File: config.mk
export PLATFORM = sky130hd
export DESIGN_NAME = tvgl_dist
export DESIGN_NICKNAME = d
export VERILOG_FILES = /design/src/hdl/tolerance_value_group_labeler_defines.svh /design/src/hdl/tvgl_pkg.sv /design/src/hdl/tvgl_dist.sv
export SDC_FILE = /design/constraint.sdc
export NUM_CORES = 2
export LEC_CHECK = 0
export BUFFER_PORTS_ARGS = -buffer_cell sky130_fd_sc_hd__buf_2
export CAP_MARGIN = 5
export CORE_AREA = 8 8 424 426
export CTS_CLUSTER_SIZE = 30
export DETAILED_ROUTE_END_ITERATION = 6
export DIE_AREA = 0 0 432 434
export SLEW_MARGIN = 20
export SYNTH_ARGS = -nofsm -noshare
export SYNTH_HDL_FRONTEND = slang
export SYNTH_SLANG_ARGS = --single-unit
File: constraint.sdc
create_clock -name clock -period 9.7 [get_ports clock]
set_input_delay 1.455 -clock clock [delete_from_list [all_inputs] [get_ports clock]]
set_output_delay 1.455 -clock clock [all_outputs]
set_load 0.02 [all_outputs]
File: src/hdl/tolerance_value_group_labeler_defines.svh
// Assertion macros shared by the labeler RTL.
`ifndef TOLERANCE_VALUE_GROUP_LABELER_DEFINES_SVH
`define TOLERANCE_VALUE_GROUP_LABELER_DEFINES_SVH

// Property checked on every clock edge outside reset.
`define TVGL_ASSERT(name, prop, msg) \
   name: assert property (@(posedge clock) disable iff (reset) (prop)) else $error(msg);

// Condition in one cycle implies a result in the next.
`define TVGL_ASSERT_NEXT(name, cond, nxt, msg) \
   name: assert property (@(posedge clock) disable iff (reset) (cond) |=> (nxt)) else $error(msg);

`endif

File: src/hdl/tvgl_pkg.sv
// Types and constants of the tolerance value group labeler.
package tvgl_pkg;

   localparam int VALUE_W       = 32;
   localparam int TOL_W         = 32;
   localparam int GROUP_ID_W    = 6;
   localparam int GROUP_TOTAL_W = 7;

   // Steps of the shared distance unit.
   typedef struct packed {
      logic load;    // take abs differences of the two values
      logic sq_re;   // square the real difference
      logic sq_im;   // square the imaginary difference
   } dist_ctl_type;

endpackage

File: src/hdl/tvgl_dist.sv
// Squared complex distance unit: one shared 32x32 squarer, stepped by the sequencer.
module tvgl_dist (
   input  logic                                 clock,
   input  tvgl_pkg::dist_ctl_type               ctl,
   input  logic signed [tvgl_pkg::VALUE_W-1:0]  a_re,
   input  logic signed [tvgl_pkg::VALUE_W-1:0]  a_im,
   input  logic signed [tvgl_pkg::VALUE_W-1:0]  b_re,
   input  logic signed [tvgl_pkg::VALUE_W-1:0]  b_im,
   input  logic [tvgl_pkg::TOL_W-1:0]           tol,
   output logic                                 hit
);

   localparam int VW = tvgl_pkg::VALUE_W;

   logic signed [VW:0]   diff_re;
   logic signed [VW:0]   diff_im;
   logic signed [VW:0]   mag_re;
   logic signed [VW:0]   mag_im;
   logic [VW-1:0]        dr_ff;
   logic [VW-1:0]        di_ff;
   logic [VW-1:0]        sq_op;
   logic [2*VW-1:0]      sq_prod;
   logic [2*VW-1:0]      sr_ff;
   logic [2*VW-1:0]      si_ff;
   logic [VW:0]          sum_low;

   // exact 33-bit differences; magnitude always fits 32 bits unsigned
   assign diff_re = {a_re[VW-1], a_re} - {b_re[VW-1], b_re};
   assign diff_im = {a_im[VW-1], a_im} - {b_im[VW-1], b_im};
   assign mag_re  = diff_re[VW] ? (VW+1)'(-diff_re) : diff_re;
   assign mag_im  = diff_im[VW] ? (VW+1)'(-diff_im) : diff_im;

   assign sq_op   = ctl.sq_im ? di_ff : dr_ff;
   assign sq_prod = sq_op * sq_op;

   always_ff @(posedge clock) begin
      if (ctl.load) begin
         dr_ff <= mag_re[VW-1:0];
         di_ff <= mag_im[VW-1:0];
      end
      if (ctl.sq_re) begin
         sr_ff <= sq_prod;
      end
      if (ctl.sq_im) begin
         si_ff <= sq_prod;
      end
   end

   // a sum below tol implies each square below tol
   assign sum_low = {1'b0, sr_ff[VW-1:0]} + {1'b0, si_ff[VW-1:0]};
   assign hit = (sr_ff[2*VW-1:VW] == '0) && (si_ff[2*VW-1:VW] == '0) &&
                (sum_low < {1'b0, tol});

endmodule

* Word-level counts from Yosys, hierarchy flattened
Cells that the tools add are included.
** Word-level totals
- Flip-flop bits (word level) :: 192
- Output and inout bits :: 1
- Logic and storage cells :: 18
- Input port bits :: 164
** Cells by class
- Reductions and logical operators :: 4
- Muxes and demuxes :: 3
- $mul :: 1
- Add/sub/neg operators :: 5
- Magnitude comparators :: 1
** Operators by type and width (number)
- two-way mux 32 bit :: 3
- subtractor 32 x 32 -> 33 bit :: 2
- zero test 32 bit :: 2
- multiplier 32 x 32 -> 64 bit :: 1
- negation 32 bit :: 2
- adder 32 x 32 -> 33 bit :: 1
- < comparator 33 x 32 -> 1 bit :: 1
- logical AND 1 bit :: 2

* Logic depth before layout (Yosys ltp)
- Depth after elaboration :: 3
- Depth in mapped cells :: 35

* Worst setup path after synthesis
OpenSTA, ideal clock, no wires.
- Kind :: input to register
- Start :: in ctl[0] in the netlist's numbering
- End :: reg si_ff[61], data pin
- Stages :: 32
- Path slack :: -468 ps
- Library setup time :: 184 ps
- Arrival time :: 9984 ps
- Cell sequence :: clkbuf_1 -> buf_1 -> mux2i_1 -> inv_1 -> clkbuf_1 -> clkbuf_1 -> nand2_1 -> fa_1 -> inv_1 -> fa_1 -> inv_1 -> fa_1 -> fa_1 -> inv_1 -> fa_1 -> inv_1 -> fa_1 -> inv_1 -> fa_1 -> fa_1 -> ha_1 -> clkbuf_1 -> a21oi_1 -> o21ai_1 -> a21oi_1 -> o21ai_0 -> o2111ai_1 -> a211oi_1 -> o211ai_1 -> a21o_1 -> a2111o_1 -> a211oi_1
** On the way
- Longest elaborated chain between the ends :: 2
** RTL lines
- start: declaration :: RTL line tvgl_dist.sv:4 : input tvgl_pkg::dist_ctl_type ctl,
- two-way mux 32 bit :: RTL line tvgl_dist.sv:33 : assign sq_op = ctl.sq_im ? di_ff : dr_ff;
- multiplier 32 x 32 -> 64 bit :: RTL line tvgl_dist.sv:34 : assign sq_prod = sq_op * sq_op;
- via sq_prod[61] :: RTL line tvgl_dist.sv:22 : logic [2*VW-1:0] sq_prod;
- end signal: assignment :: RTL line tvgl_dist.sv:45 : si_ff <= sq_prod;
- end: declaration :: RTL line tvgl_dist.sv:24 : logic [2*VW-1:0] si_ff;
The timed path passes the listed nets, and every way through them passes these cells.
A chain may end at the register's enable or synchronous reset.

* Final worst setup path
- Start :: in ctl[0] in the netlist's numbering
- End :: reg sr_ff[59], data pin
** On the way
- Longest elaborated chain between the ends :: 2
** RTL lines
- two-way mux 32 bit :: RTL line tvgl_dist.sv:33
- multiplier 32 x 32 -> 64 bit :: RTL line tvgl_dist.sv:34
- via sq_prod[59] :: RTL line tvgl_dist.sv:22
- end signal: assignment :: RTL line tvgl_dist.sv:42 : sr_ff <= sq_prod;
- end: declaration :: RTL line tvgl_dist.sv:23 : logic [2*VW-1:0] sr_ff;
The timed path passes the listed nets, and every way through them passes these cells.

==> out/results.ini <==
[global_routing]
grt_pass1_wl_um = 199000
grt_max_degree = 65
antenna_found_initial = 4
grt_overflow = 0
grt_pass1_vias = 35000
grt_use_total_pct = 13.5

[clocking]
clock_latency_ns = 0.48
cts_tree = yes
clk_pin_slew_ns = 0.08
clockBufferDepth = 2
cts_made_buffers = 17
clockRootBuffer = clkbuf_16
cts_hold_buf = 0
h-tree-depth = 4
cts.sink_count = 190

[worst_setup_path]
start_kind = input pin
cp_max_fo = 22
crit_type = input pin to register
required_ns = 9.96
cp.arrival_ns = 9.58
endpoint_kind = register

[route]
first_pass_iters = 5
num_vias = 32500
wl_per_cell_um = 17.5
ant_nets = 0
via_per_inst = 4.47
finalWirelength_um = 127000
drc = 0
drt_iter0_drc = 1973

[hold_path]
hp-class = register to register

[die]
start_util_pct = 24.8
num_io_pins = 165
num_rows = 153
core-area_um2 = 173000
die_h_um = 434
dieArea_um2 = 187000
die_w_um = 432

[logic_synthesis]
synth.top_cell.area_share_pct = 37.1
synth_top_area_cell = fa_1
synth_most_common_cell = inv_1
syn_nets = 5984
synth_edf_count = 190
yosysWarnings = 0
ys_ff_latch = 190
ys.flop_type = edfxtp_1
synthCells = 4610
synth_area_leaders = fa_1 37%, edfxtp_1 13%, ha_1 12%, inv_1 10%, nor2_1 3.5%
async_reset_ff_share_pct = 0
syn-mean-instance-area_um2 = 9.32
synth_cell_type_count = 97
ys_top_cells_by_count = 1,150 x inv_1, 795 x fa_1, 415 x ha_1
netlist_area_um2 = 43000
yosysSeqAreaShare_pct = 13.3

[timing]
tns_ns = 0
rsz0062_at_grt = no
finalCritPeriodShare_pct = 96.1
maxSlewViolCount = 0
finalSetupViolCount = 0
setup_ws_ns = 0.381
finClkSkew_ns = 0.0176
tightest_slew_ns = 0.946
max_slew_margin_pct = 36.9
finalHoldViolCount = 0
fmax_ghz = 0.107
fin_crit_ns = 9.32

[placement]
gp_congestion = 0.921
dpl_worst_slack_ns = -0.280
dp_hpwl_um = 109000
place_area_um2 = 48500
port_buffers = 164

[final_layout]
nets = 6306
layout-drive-gt1-share_pct = 11.0
n_fill_cell = 18300
syn_to_final_growth_pct = 14.3
fin_util_pct = 28.4
design_area_um2 = 49100

[flow_run]
maxCapViolCount = 0

[status]
status = finished clean

[through the flow]
step                hold slack [ns]  cells
floorplan                     0.876   4610
global placement              0.885   7237
finish                        0.934   7272
CTS                           0.917   7269
global route                  0.972   7271
detailed placement            0.895   7237
[placed cells by master (no fill, tap or decap), drive strengths merged, types with 49 or more instances in the layout]
cell type / count
buf: 436
xnor2: 133
edfxtp: 190
nor2: 405
o21ai: 103
nand2: 316
fa: 795
inv: 1159
a21oi: 174
nor3: 49
a21o: 115
ha: 415
xor2: 77
[layer usage]
metal | track usage (%) | vias to the layer above | share of wire, % | routed length (um)
li1 | - | 15100 | - | -
met1 | 18.3 | 16300 | 45 | 57400
met2 | 22.2 | 929 | 46 | 58800
met3 | 1.96 | 189 | 5.5 | 6930
met4 | 3.89 | 4 | 3.2 | 4010
met5 | 0 | - | 0.021 | 27
[worst max-delay path, cell delays in order]
cell and delay [ns]:
buf_4 0.12, buf_12 0.19, mux2i_2 0.31, buf_4 0.31
nor2_1 0.14, fa_1 0.51, fa_1 0.55, inv_1 0.06
fa_1 0.50, fa_1 0.59, inv_1 0.08, fa_1 0.57
fa_1 0.44, fa_1 0.52, fa_1 0.42, ha_1 0.33
and3_1 0.20, nand2_1 0.09, nor3_1 0.22, o31a_1 0.23
o2111ai_1 0.17, buf_4 0.18, a211oi_2 0.28, buf_4 0.18
o2111ai_1 0.18, and2_1 0.23, o21a_1 0.17, o311ai_1 0.32
[worst paths after layout]
kind	cells after the start	start	to	slack (ns)
worst max-delay path	28	ctl[0]	sr_ff[59]$_DFFE_PP_	0.38
worst max register to register	27	di_ff[13]$_DFFE_PP_	si_ff[59]$_DFFE_PP_	1.28
worst min register to register	3	dr_ff[1]$_DFFE_PP_	si_ff[2]$_DFFE_PP_	0.93
worst min-delay path	3	dr_ff[1]$_DFFE_PP_	si_ff[2]$_DFFE_PP_	0.93
[flip-flops by register name, indices dropped and copies added (netlist names)]
signal / count
si_ff: 63
sr_ff: 63
di_ff: 32
dr_ff: 32
[layout make-up]
type                       instances  area, um^2  share of cell area (%)
multi-input combinational       3128       32400                    66.1
tap                             2325        2910                    5.92
inverter                        1159        4350                    8.87
clock buffer                      19         433                   0.882
timing repair buffer             436        3120                    6.34
sequential                       190        5710                    11.6
clock inverter                    13         139                   0.283
antenna                            2        5.00                  0.0102
[cell families (layout without fill, tap and decap cells)]
group	count (synthesis)	after routing	synth area share, %
buffers and inverters	1292	1627	11.3
xor gates and xnor gates	210	210	4.28
adders and majority gates	1210	1210	49.1
DFF	190	190	13.3
muxes	45	45	1.14
other	0	2	0
AOI/OAI and AO/OA	627	627	9.74
and+or+nand+nor	1036	1036	11.1
[timing repair]
action                     4_1_cts  5_1_grt
setup buffers                    0        1
hold endpoints to repair         0        0
setup endpoints to repair        0       10
gates resized for setup          0        2
Power is left out: the tool's default activity adds up to more than one toggle a clock period on the data nets, which glitch-free logic cannot reach.
